**src/rtl/core/odo_pkg.sv**
```systemverilog
// Shared types, constants and the arctangent table for the odometry core.
`timescale 1ns / 1ps
`default_nettype none
package odo_pkg;

   localparam int ACC_W     = 48;   // state and result width, Q15.32
   localparam int WIDE_W    = 64;   // width of intermediate distances
   localparam int MB_W      = 40;   // multiplier operand B width
   localparam int PROD_W    = WIDE_W + MB_W;
   localparam int MUL_STEPS = MB_W;
   localparam int STEP_W    = 6;
   localparam int CSR_IDX_W  = 3;
   localparam int CSR_DATA_W = 32;

   // heading reduction: quotient estimate, subtract, one correction
   localparam int RED_STEPS  = 3;
   localparam int RED_SHIFT  = 22;   // low heading bits left out of the estimate
   localparam int RED_FRAC   = 32;   // fraction bits of the reciprocal
   localparam int RED_R_W    = 20;
   localparam int RED_Q_W    = 14;
   localparam int RED_PROD_W = ACC_W - RED_SHIFT + RED_R_W;
   localparam logic [STEP_W-1:0] RED_EST = STEP_W'(0);
   localparam logic [STEP_W-1:0] RED_SUB = STEP_W'(1);

   localparam logic signed [ACC_W-1:0] TWO_PI_Q32  = 48'sd26986075409;
   localparam logic signed [ACC_W-1:0] PI_Q32      = 48'sd13493037705;
   localparam logic signed [ACC_W-1:0] HALF_PI_Q32 = 48'sd6746518852;
   localparam logic signed [ACC_W-1:0] GAIN_Q32    = 48'sd2608131496;

   // floor(2^54 / 2pi_q32), never above the true reciprocal
   localparam logic [RED_R_W-1:0] RED_RECIP =
      RED_R_W'((64'd1 << (RED_SHIFT + RED_FRAC)) / 64'(TWO_PI_Q32));

   localparam logic [31:0] ATAN_LOW [0:10] = '{
      32'd3373259426, 32'd1991351318, 32'd1052175346, 32'd534100635,
      32'd268086748, 32'd134174063, 32'd67103403, 32'd33553749,
      32'd16777131, 32'd8388597, 32'd4194303};

   typedef enum logic [CSR_IDX_W-1:0] {
      REG_ENCODER_RANGE  = 3'd0,
      REG_WRAP_THRESHOLD = 3'd1,
      REG_DIST_PER_COUNT = 3'd2,
      REG_INV_WHEEL_BASE = 3'd3,
      REG_ANGLE_PER_COUNT = 3'd4
   } reg_idx_type;

   typedef enum logic [3:0] {
      OP_NONE     = 4'd0,
      OP_LOAD     = 4'd1,
      OP_MUL_GO   = 4'd2,
      OP_MUL_STORE = 4'd3,
      OP_RED_INIT = 4'd4,
      OP_RED      = 4'd5,
      OP_FOLD     = 4'd6,
      OP_ROT      = 4'd7,
      OP_EMIT     = 4'd8
   } op_type;

   typedef enum logic [2:0] {
      JOB_LDIST = 3'd0,
      JOB_RDIST = 3'd1,
      JOB_LANG  = 3'd2,
      JOB_RANG  = 3'd3,
      JOB_DTH   = 3'd4,
      JOB_PX    = 3'd5,
      JOB_PY    = 3'd6
   } job_type;

   typedef struct packed {
      op_type              op;
      job_type             job;
      logic [STEP_W-1:0]   step;
   } cmd_type;

   typedef struct packed {
      logic mul_done;
      logic out_full;
   } stat_type;

   // atan(2^-i) in Q32
   function automatic logic [ACC_W-1:0] atan_step(input logic [STEP_W-1:0] i);
      logic [ACC_W-1:0] r;
      r = '0;
      if (i < 6'd11) begin
         r = ACC_W'(ATAN_LOW[i[3:0]]);
      end else if (i <= 6'd32) begin
         r = ACC_W'(1) << (6'd32 - i);
      end
      return r;
   endfunction

endpackage
`default_nettype wire

```
**src/rtl/core/odo_ctrl.sv**
```systemverilog
// Odometry sequencer: steps the datapath through deltas, products, reduction and CORDIC.
`timescale 1ns / 1ps
`default_nettype none
module odo_ctrl #(
   parameter int CORDIC_STEPS = 32
) (
   input  wire logic               clock,
   input  wire logic               reset,
   input  wire logic               req_tvalid,
   output logic                    req_tready,
   input  wire logic               mode,
   input  wire odo_pkg::stat_type  stat,
   output odo_pkg::cmd_type        cmd
);

   typedef enum logic [7:0] {
      S_IDLE  = 8'b0000_0001,
      S_MGO   = 8'b0000_0010,
      S_MWAIT = 8'b0000_0100,
      S_RINIT = 8'b0000_1000,
      S_RED   = 8'b0001_0000,
      S_FOLD  = 8'b0010_0000,
      S_ROT   = 8'b0100_0000,
      S_EMIT  = 8'b1000_0000
   } state_type;

   state_type                  state_ff, state_in;
   odo_pkg::job_type           job_ff, job_in;
   logic [odo_pkg::STEP_W-1:0] step_ff, step_in;

   always_comb begin
      state_in   = state_ff;
      job_in     = job_ff;
      step_in    = step_ff;
      req_tready = 1'b0;
      cmd.op     = odo_pkg::OP_NONE;
      cmd.job    = job_ff;
      cmd.step   = step_ff;
      case (state_ff)
         S_IDLE: begin
            req_tready = 1'b1;
            if (req_tvalid) begin
               cmd.op = odo_pkg::OP_LOAD;
               job_in = odo_pkg::JOB_LDIST;
               state_in = mode ? S_EMIT : S_MGO;
            end
         end
         S_MGO: begin
            cmd.op   = odo_pkg::OP_MUL_GO;
            state_in = S_MWAIT;
         end
         S_MWAIT: begin
            if (stat.mul_done) begin
               cmd.op = odo_pkg::OP_MUL_STORE;
               if (job_ff == odo_pkg::JOB_DTH) begin
                  state_in = S_RINIT;
               end else if (job_ff == odo_pkg::JOB_PY) begin
                  state_in = S_EMIT;
               end else begin
                  job_in   = odo_pkg::job_type'(job_ff + 3'd1);
                  state_in = S_MGO;
               end
            end
         end
         S_RINIT: begin
            cmd.op   = odo_pkg::OP_RED_INIT;
            step_in  = '0;
            state_in = S_RED;
         end
         S_RED: begin
            cmd.op  = odo_pkg::OP_RED;
            step_in = step_ff + 1'b1;
            if (step_ff == odo_pkg::STEP_W'(odo_pkg::RED_STEPS - 1)) begin
               state_in = S_FOLD;
            end
         end
         S_FOLD: begin
            cmd.op   = odo_pkg::OP_FOLD;
            step_in  = '0;
            state_in = S_ROT;
         end
         S_ROT: begin
            cmd.op  = odo_pkg::OP_ROT;
            step_in = step_ff + 1'b1;
            if (step_ff == odo_pkg::STEP_W'(CORDIC_STEPS - 1)) begin
               job_in   = odo_pkg::JOB_PX;
               state_in = S_MGO;
            end
         end
         S_EMIT: begin
            if (!stat.out_full) begin
               cmd.op   = odo_pkg::OP_EMIT;
               state_in = S_IDLE;
            end
         end
         default: begin
            state_in = S_IDLE;
         end
      endcase
   end

   always_ff @(posedge clock) begin
      if (reset) begin
         state_ff <= S_IDLE;
         job_ff   <= odo_pkg::JOB_LDIST;
         step_ff  <= '0;
      end else begin
         state_ff <= state_in;
         job_ff   <= job_in;
         step_ff  <= step_in;
      end
   end

   // a product is only stored while one is awaited
   assert property (@(posedge clock) disable iff (reset)
      stat.mul_done |-> state_ff == S_MWAIT)
      else $error("multiplier finished outside wait state");

   // the multiplier never starts with the result register still owed
   assert property (@(posedge clock) disable iff (reset)
      (state_ff == S_MGO) |=> (state_ff == S_MWAIT) && !stat.mul_done)
      else $error("multiplier start sequencing broken");

   // after the fold, rotation starts at step zero
   assert property (@(posedge clock) disable iff (reset)
      (state_ff == S_FOLD) |=> (state_ff == S_ROT) && (step_ff == '0))
      else $error("CORDIC did not start at step zero");

endmodule
`default_nettype wire

```
**config.mk**
```make
export PLATFORM = sky130hd
export DESIGN_NAME = odo_ctrl
export DESIGN_NICKNAME = d
export VERILOG_FILES = /design/src/rtl/core/odo_pkg.sv /design/src/rtl/core/odo_ctrl.sv
export SDC_FILE = /design/constraint.sdc
export NUM_CORES = 1
export LEC_CHECK = 0
export ABC_CLOCK_PERIOD_IN_PS = 4100
export BUFFER_PORTS_ARGS = -buffer_cell sky130_fd_sc_hd__buf_4
export CORE_UTILIZATION = 30
export DETAILED_ROUTE_END_ITERATION = 7
export GPL_ROUTABILITY_DRIVEN = 0
export PLACE_DENSITY = 0.59
export SLEW_MARGIN = 30
export SYNTH_ARGS = -nofsm -noshare
export SYNTH_HDL_FRONTEND = slang
export SYNTH_SLANG_ARGS = --single-unit
```
**constraint.sdc**
```tcl
create_clock -name clock -period 4.1 [get_ports clock]
set_clock_uncertainty 0.05 [all_clocks]
set_input_delay 0.41 -clock clock [delete_from_list [all_inputs] [get_ports clock]]
set_output_delay 0.41 -clock clock [all_outputs]
set_load 0.05 [all_outputs]
```
==> results_dict.tcl, run 1 <==
set metrics [dict create \
    status "complete, no violations" \
    final_layout_size_suffix_gt1_share_pct 19.4 \
    vdd.ir_drop.worst_v 0.000140 \
    tritoncts_buffers 3 \
    tritoncts "done" \
    dieArea_um2 4350 \
    post_synth.cell_area_avg_um2 8.12 \
    cts-root-buf "sky130_fd_sc_hd__clkbuf_8" \
    route.vias.total 1166 \
    fin_nets 177 \
    dr.first_iter.drc_count 44 \
    rsz0062_at_grt "no" \
    power.density_cell_area_nw_per_um2 334 \
    critical_setup_path_class "flop to primary output" \
    compound_cell_area_share_of_the_yosys_netlist_pct 19.0 \
    worst_setup_hold_path_clk_slew_ps 80 \
    synth.area.mux_share_pct 0.816 \
    wl_per_cell_um 14.2 \
    hold_viol_final 0 \
    drt-total-wl_um 3020 \
    maxSlewHeadroom_pct 59.9 \
    vias_per_cell 5.47 \
    post-route-drc-count 0 \
    post-route-worst-setup-slack_ps 1600 \
    clock_insertion_delay_worst_skew_ps 260 \
    cts_max_level 1 \
    worst_hold_startpoint "reset" \
    antenna_found_initial 0 \
    worst_setup_path_startpoint "state_ff[6]" \
    p_total_w 0.000469 \
    synth_top_cell_by_area "sky130_fd_sc_hd__dfxtp_1" \
    pin_count_of_the_biggest_net_entering_global_routing 18 \
    yosys_register_bits 17 \
    setup-violations-final 0 \
    maximum_net_fanout_on_the_critical_path 12 \
    post-route-cell-area_um2 1410 \
    fp.dieW_um 65.9 \
    postSynth.asyncResetShare_pct 0 \
    ys_top_cells_by_area "sky130_fd_sc_hd__dfxtp_1, sky130_fd_sc_hd__ha_1, sky130_fd_sc_hd__nand3_1, sky130_fd_sc_hd__nor2_1, sky130_fd_sc_hd__buf_6" \
    fmaxAchievable_mhz 400 \
    synth_fa_ha_area_share_pct 5.10 \
    cp_data_arrival_time_ps 2040 \
    period_share_pct 61.0 \
    overflow 0 \
    post_cts.resized_instances 0 \
    grtUsageTotal_pct 14.8 \
    num-fill-cells 408 \
    hpwl_um 2230 \
    grt_first_pass_wirelength_um 4930 \
    finalWorstPathRequiredPeriod_ps 2500 \
    number_of_enable_flip_flop_cells_after_synthesis 0 \
    lkg_pwr_nw 0.571 \
    min_path_type "primary input to flop" \
    synthDominantCellAreaShare_pct 27.8 \
    synthDistinctLibCells 48 \
    ys_dominant_reg_cell "sky130_fd_sc_hd__dfxtp_1" \
    synth_simple_gate_area_share_pct 35.5 \
    preCtsSetupSlack_ps 1910 \
    final_util_pct 37.0 \
    ctsHoldBuffers 0 \
    yosysSeqAreaShare_pct 27.8 \
    placement_rows 22 \
    required_ps 3640 \
    slew_viol_final 0 \
    r2r-start "step_ff[1]" \
    first_global_vias 1080 \
    clockBufferDepth 2 \
    syn_inst 151 \
    post-cts-setup-buffer-count 0 \
    synth.net_count 162 \
    cts_sinks 17 \
    cp_capture_type "primary output" \
    post_synth_xor_area_fraction_pct 2.86 \
    initial_core_util_pct 32.3 \
    timing.max_cap.violations 0 \
    portBuffers 19 \
    die_height_um 65.9 \
    syn-cell-area_um2 1230 \
    antennaDiodeCount 0 \
    worstMarginPinSlew_ps 596 \
    drt.antenna.violating_nets 0 \
    combinational_family_with_the_most_area_after_synthesis "simple AND/OR/NAND/NOR gates" \
    yosys_warnings 0 \
    top_level_port_count 20 \
    setup-tns-final_ps 0 \
    area_delta_synth_final_pct 14.7 \
    worst_setup_path_start_kind "flop" \
    dr.pass1.iters 4 \
    detailed_place.area_um2 1360 \
    core_area_um2 3800 \
]
==> synth_stat cells, drive strengths merged (2+ instances only) <==
cell	count
a211oi	2
a21oi	8
a311o	2
a31oi	3
and2	2
and3	4
buf	7
clkbuf	2
dfxtp	17
ha	5
inv	11
nand2	10
nand3	11
nand3b	2
nand4	2
nand4b	2
nor2	14
nor2b	3
nor3	8
nor3b	2
nor4	7
o21ai	7
xor2	3
==> logic make-up (layout without fill, tap and decap cells) <==
logic type                 count (synthesis)  in the layout
and+or+nand+nor                           72             72
AOI/OAI and AO/OA                         32             32
buffers and inverters                     20             34
DFF                                       17             17
adders and majority gates                  5              5
xor gates and xnor gates                   4              4
muxes                                      1              1
==> critical path: stages, from the launching register on <==
cell and delay [ps]:
sky130_fd_sc_hd__dfxtp_1 650, sky130_fd_sc_hd__xor2_1 170, sky130_fd_sc_hd__o211a_1 240, sky130_fd_sc_hd__o21ai_1 430
sky130_fd_sc_hd__inv_1 90, sky130_fd_sc_hd__buf_4 210
==> layout by cell type (no fill, tap or decap), types with 2 or more instances in the layout <==
cell,netlist,layout
sky130_fd_sc_hd__a211oi_1,2,2
sky130_fd_sc_hd__a21oi_1,8,8
sky130_fd_sc_hd__a311o_1,2,2
sky130_fd_sc_hd__a31oi_1,3,3
sky130_fd_sc_hd__and3_1,4,4
sky130_fd_sc_hd__buf_4,0,19
sky130_fd_sc_hd__clkbuf_8,0,3
sky130_fd_sc_hd__dfxtp_1,17,17
sky130_fd_sc_hd__ha_1,5,5
sky130_fd_sc_hd__inv_1,11,11
sky130_fd_sc_hd__nand2_1,10,10
sky130_fd_sc_hd__nand3_1,10,10
sky130_fd_sc_hd__nand3b_1,2,2
sky130_fd_sc_hd__nand4_1,2,2
sky130_fd_sc_hd__nor2_1,13,13
sky130_fd_sc_hd__nor2b_1,3,3
sky130_fd_sc_hd__nor3_1,8,8
sky130_fd_sc_hd__nor3b_1,2,2
sky130_fd_sc_hd__nor4_1,5,5
sky130_fd_sc_hd__nor4_4,2,2
sky130_fd_sc_hd__o21ai_0,6,6
sky130_fd_sc_hd__xor2_1,3,3
==> area by class of cell <==
| type | instances | area, µm² | share of cell area, % |
|---|---|---|---|
| inverter | 11 | 41.3 | 2.94 |
| clock inverter | 1 | 5.00 | 0.356 |
| sequential | 17 | 340 | 24.2 |
| clock buffer | 3 | 41.3 | 2.94 |
| timing repair buffer | 19 | 143 | 10.1 |
| tap | 48 | 60.1 | 4.27 |
| multi-input combinational | 114 | 776 | 55.2 |
==> state kept, by name, indices dropped and copies added (netlist names) <==
name	cells
job_ff	3
state_ff	8
step_ff	6
==> per-layer routing <==
metal	vias to the layer above	wire length, µm	GRT usage [%]
li1	579	-	-
met1	545	1420	19.3
met2	35	1400	23.2
met3	7	136	2.24
met4	0	68	7.98
met5	-	0	0
==> final timing paths <==
path                                     to  slack [ps]  depth (start not counted)
worst max-delay path                cmd[11]        1600                          5
worst max register to register    job_ff[0]        2000                          6
worst min-delay path             step_ff[2]         410                          2
worst min register to register  state_ff[3]         450                          2
==> per-stage QoR <==
step	cells	hold WS (ps)
detailed placement	209	444
floorplan	151	429
global route	213	413
finish	213	406
global placement	209	439
CTS	213	405
==> power breakdown <==
group / switching, W / total (W) / internal (W)
sequential: 0.0000176 / 0.000190 / 0.000172
combinational: 0.0000901 / 0.000145 / 0.0000553
clock: 0.0000662 / 0.000134 / 0.0000677
Power figures use the tool's default switching activity.
==> run 2, diff against run 1 <==
ABC_CLOCK_PERIOD_IN_PS = 2050   (was 4100)
PLACE_DENSITY = 0.6   (was 0.59)
clock period = 2.05 ns   (was 4.1 ns; I/O delays follow)
==> results_dict.tcl, run 2 (synthesis results as in run 1) <==
set metrics [dict create \
    status "complete, no violations" \
    drt-total-wl_um 3110 \
    cts-root-buf "sky130_fd_sc_hd__clkbuf_8" \
    setup.reg_to_reg.worst_slack_ps 200 \
    portBuffers 19 \
    mostFrequentLayoutCells "sky130_fd_sc_hd__buf_4, sky130_fd_sc_hd__nor2_1, sky130_fd_sc_hd__inv_1" \
    pin_count_of_the_biggest_net_entering_global_routing 18 \
    top_level_port_count 20 \
    clock_insertion_delay_worst_skew_ps 250 \
    multi_input_comb_area_um2 797 \
    post-route-drc-count 0 \
    cp_capture_type "primary output" \
    setup-tns-final_ps 0 \
    post-cts-setup-buffer-count 0 \
    lkg_pwr_nw 0.603 \
    comb_power_share_pct 33.0 \
    die_height_um 65.9 \
    cp_data_arrival_time_ps 1700 \
    cts_max_level 1 \
    maxSlewHeadroom_pct 73.5 \
    worst_hold_path.num_cells 2 \
    setup-violations-final 0 \
    fp.dieW_um 65.9 \
    final_layout_size_suffix_gt1_share_pct 26.9 \
    largest_reg_flops 8 \
    vdd.ir_drop.worst_v 0.000231 \
    rsz0062_at_grt "no" \
    reg2reg_to "state_ff[0]" \
    grt_first_pass_wirelength_um 5240 \
    timing.max_cap.violations 0 \
    required_ps 1790 \
    worst_setup_path_start_kind "flop" \
    wl_per_cell_um 14.2 \
    antenna_found_initial 0 \
    hpwl_um 2310 \
    vias_per_cell 5.55 \
    worst_case_reg_to_reg_path_depth 5 \
    worst_setup_hold_path_clk_slew_ps 70 \
    power.density_cell_area_nw_per_um2 645 \
    fmaxAchievable_mhz 512 \
    critical_setup_path_class "flop to primary output" \
    area_delta_synth_final_pct 20.7 \
    placement_rows 22 \
    core_area_um2 3800 \
    mostFrequentLayoutCell "sky130_fd_sc_hd__buf_4" \
    grtUsageTotal_pct 15.6 \
    first_global_vias 1148 \
    clockPowerShare_pct 27.0 \
    worstMarginPinSlew_ps 396 \
    min_to "step_ff[5]" \
    worst_hold_startpoint "reset" \
    cts_sinks 17 \
    overflow 0 \
    fin_nets 183 \
    antennaDiodeCount 0 \
    power_switching_share_pct 35.9 \
    seq_area_um2 349 \
    p_switching_w 0.000343 \
    tritoncts_buffers 3 \
    period_share_pct 95.3 \
    route.vias.total 1215 \
    clockBufferDepth 2 \
    drt.antenna.violating_nets 0 \
    hold_viol_final 0 \
    slew_viol_final 0 \
    dr.pass1.iters 4 \
    r2r-start "state_ff[4]" \
    initial_core_util_pct 32.3 \
    internal-power_w 0.000612 \
    dr.first_iter.drc_count 45 \
    dieArea_um2 4350 \
    maximum_net_fanout_on_the_critical_path 8 \
    num-fill-cells 402 \
    largest_regs "state_ff: 8 flops, step_ff: 6 flops, job_ff: 3 flops" \
    max_flop_register "state_ff" \
    finalWorstPathRequiredPeriod_ps 1950 \
    min_path_type "primary input to flop" \
    sequentialPowerShare_pct 40.0 \
    finalHoldWorstSlack_ps 206 \
    tritoncts "done" \
]
[run 2: cell count changes in the layout (fill, tap and decap cells not counted)]
cell	change
sky130_fd_sc_hd__and4b_1	-1
sky130_fd_sc_hd__and4b_2	+1
sky130_fd_sc_hd__buf_4	+6
sky130_fd_sc_hd__clkbuf_1	+1
sky130_fd_sc_hd__clkinv_2	-1
sky130_fd_sc_hd__dfxtp_1	-7
sky130_fd_sc_hd__dfxtp_2	+7
sky130_fd_sc_hd__nor2_2	-1
sky130_fd_sc_hd__nor2_4	+1
sky130_fd_sc_hd__nor4_1	-1
sky130_fd_sc_hd__nor4_4	+1
[run 2: worst max path at each step]
| stage | startpoint | to | slack (ps) | cells after the start |
|---|---|---|---|---|
| CTS | state_ff[4] | cmd[11] | 20 | 6 |
| finish | state_ff[7] | cmd[10] | 100 | 5 |
| global route | state_ff[1] | cmd[9] | 6 | 6 |
| global placement | state_ff[5] | state_ff[0] | 160 | 5 |
| floorplan | job_ff[0] | job_ff[0] | 40 | 7 |
| detailed placement | state_ff[5] | state_ff[0] | 130 | 5 |
[run 2: cell type report]
class                      count  share of cell area (%)
multi-input combinational    114                    53.8
sequential                    17                    23.6
timing repair buffer          25                    12.7
tap                           48                    4.06
clock buffer                   4                    3.04
inverter                      11                    2.79
[run 2: through the flow]
step           area, µm²  setup slack (ps)  instances  power (W)  util [%]
3_5_place_dp        1410               127        215   0.000687      37.1
3_3_place_gp        1410               158        215   0.000689      37.1
5_1_grt             1480              5.67        219    0.00100      39.0
4_1_cts             1460              20.2        219   0.000951      38.5
6_report            1480              97.1        219   0.000955      39.0
2_1_floorplan       1230              38.0        151   0.000615         -
[run 2: per-layer routing]
layer  vias to the layer above  global-route usage, %  wire, µm
met2                        49                   25.8      1420
met5                         -                      0         0
met4                         0                   7.98        93
met3                        11                   2.59       170
li1                        589                      -         -
met1                       566                   19.4      1430
[run 2: power by group through the flow]
stage | Combinational, W | Sequential, W | Clock [W]
after floorplan | 0.000238 | 0.000376 | 0
after global placement | 0.000306 | 0.000382 | 0
after detailed placement | 0.000304 | 0.000384 | 0
after CTS | 0.000307 | 0.000377 | 0.000266
after global routing | 0.000341 | 0.000386 | 0.000274
final | 0.000315 | 0.000383 | 0.000258
[run 2: what timing repair did]
item | 4_1_cts | 5_1_grt
hold buffers | 0 | 0
pin swaps | 0 | 0
endpoints found under the hold margin | 0 | 0
resized for setup | 4 | 5
endpoints found under the setup margin | 3 | 4
[run 2: critical path, cell delays in order (launching register included)]
cell	delay [ps]
sky130_fd_sc_hd__dfxtp_2	400
sky130_fd_sc_hd__nor4_4	310
sky130_fd_sc_hd__and4b_2	330
sky130_fd_sc_hd__nand2_1	120
sky130_fd_sc_hd__nand2_1	90
sky130_fd_sc_hd__buf_4	190
==> run 3, diff against run 2 <==
CTS_CLUSTER_SIZE = 12   (was default)
PLACE_DENSITY = default   (was 0.6)
PLACE_DENSITY_LB_ADDON = 0.12   (was default)
==> results_dict.tcl, run 3 (synthesis results as in run 1) <==
set metrics [dict create \
    grtUsageTotal_pct 17.0 \
    met2_wirelength_um 1590 \
    tritoncts_buffers 3 \
    cts_sinks 17 \
    route.vias.total 1211 \
    timing.max_cap.violations 0 \
    mostFrequentLayoutCell "sky130_fd_sc_hd__buf_4" \
    dr.pass1.iters 4 \
    largest_reg_flops 8 \
    vdd.ir_drop.worst_v 0.000299 \
    critical_setup_path_class "flop to primary output" \
    final_util_pct 40.6 \
    largest_regs "state_ff: 8 flops, step_ff: 6 flops, job_ff: 3 flops" \
    dp_cells 221 \
    status "complete, no violations" \
    fp.dieW_um 65.9 \
    drt.antenna.violating_nets 0 \
    cp_data_arrival_time_ps 1710 \
    top_level_port_count 20 \
    met1_length_um 1600 \
    routed.top_layer "met4" \
    antenna_found_initial 0 \
    die_height_um 65.9 \
    tritoncts "done" \
    maxSlewHeadroom_pct 69.3 \
    core_area_um2 3800 \
    grt_first_pass_wirelength_um 5610 \
    antennaDiodeCount 0 \
    post-route-drc-count 0 \
    drt-total-wl_um 3300 \
    portBuffers 19 \
    finalWorstPathRequiredPeriod_ps 1970 \
    wl_per_cell_um 14.6 \
    fmaxAchievable_mhz 508 \
    worst_setup_path_start_kind "flop" \
    mostFrequentLayoutCells "sky130_fd_sc_hd__buf_4, sky130_fd_sc_hd__nor2_1, sky130_fd_sc_hd__inv_1, sky130_fd_sc_hd__dfxtp_1" \
    ctsHoldBuffers 0 \
    dieArea_um2 4350 \
    first_global_vias 1125 \
    clock_insertion_delay_worst_skew_ps 270 \
    vias_per_cell 5.36 \
    clockBufferDepth 2 \
    post_layout_nonfiller_instances 226 \
    period_share_pct 96.1 \
    slew_viol_final 0 \
    hpwl_um 2480 \
    required_ps 1790 \
    hold_viol_final 0 \
    maximum_net_fanout_on_the_critical_path 9 \
    worst_setup_hold_path_clk_slew_ps 80 \
    area_delta_synth_final_pct 25.7 \
    p_total_w 0.000965 \
    fin_nets 190 \
    overflow 0 \
    min_path_type "primary input to flop" \
    seq_area_um2 353 \
    cp_capture_type "primary output" \
    cts-root-buf "sky130_fd_sc_hd__clkbuf_8" \
    cts_max_level 1 \
    max_flop_register "state_ff" \
    num-fill-cells 415 \
    lkg_pwr_nw 0.642 \
    setup-violations-final 0 \
    routed-wl-met3_um 91 \
    final_layout_size_suffix_gt1_share_pct 32.0 \
    dr.first_iter.drc_count 46 \
    pin_count_of_the_biggest_net_entering_global_routing 18 \
    multi_input_comb_area_um2 801 \
    worstMarginPinSlew_ps 459 \
    placement_rows 22 \
    initial_core_util_pct 32.3 \
    power.density_cell_area_nw_per_um2 626 \
]
## run 3: what timing repair did
| action | in CTS | in global routing |
|---|---|---|
| pin swaps | 0 | 1 |
| buffers inserted | 0 | 1 |
| gates resized for setup | 4 | 8 |
| endpoints found under the setup margin | 3 | 3 |
## run 3: where the power goes
part           internal (W)  switching, W  total (W)
sequential         0.000343     0.0000394   0.000383
combinational      0.000125      0.000186   0.000311
clock              0.000136      0.000136   0.000272
total              0.000604      0.000361   0.000965
## run 3: critical path, cell delays in order (launching register included)
cell and delay (ps):
sky130_fd_sc_hd__dfxtp_1 450, sky130_fd_sc_hd__nor4_2 340, sky130_fd_sc_hd__and4b_2 290, sky130_fd_sc_hd__nand2_1 100, sky130_fd_sc_hd__nand2_1 90, sky130_fd_sc_hd__buf_4 190
## run 3: per-stage QoR
step	setup slack, ps	hold WS (ps)	instance area, µm²	setup TNS [ps]
finish	80.9	194	1540	0
global route	-4.50	228	1540	-4.50
CTS	21.4	201	1510	0
detailed placement	216	431	1450	0
global placement	192	417	1450	0
floorplan	38.0	224	1230	0
## run 3: per-layer routing
layer	global-route usage [%]	vias to the layer above
met4	4.79	0
met1	23.0	585
met5	0	-
li1	-	604
met3	2.07	2
met2	28.1	20
## run 3: path summary, 6_finish.rpt
kind | start | end | slack [ps] | depth (start not counted)
worst max-delay path | state_ff[0] | cmd[10] | 80 | 5
worst min-delay path | reset | step_ff[5] | 190 | 2
worst max register to register | state_ff[0] | state_ff[0] | 180 | 5
worst min register to register | job_ff[2] | state_ff[3] | 430 | 2
## run 3: area by class of cell
class                      count  share of cell area [%]
clock buffer                   3                    2.68
timing repair buffer          32                    15.6
tap                           48                    3.90
inverter                      11                    2.68
clock inverter                 1                   0.325
sequential                    17                    22.9
multi-input combinational    114                    51.9
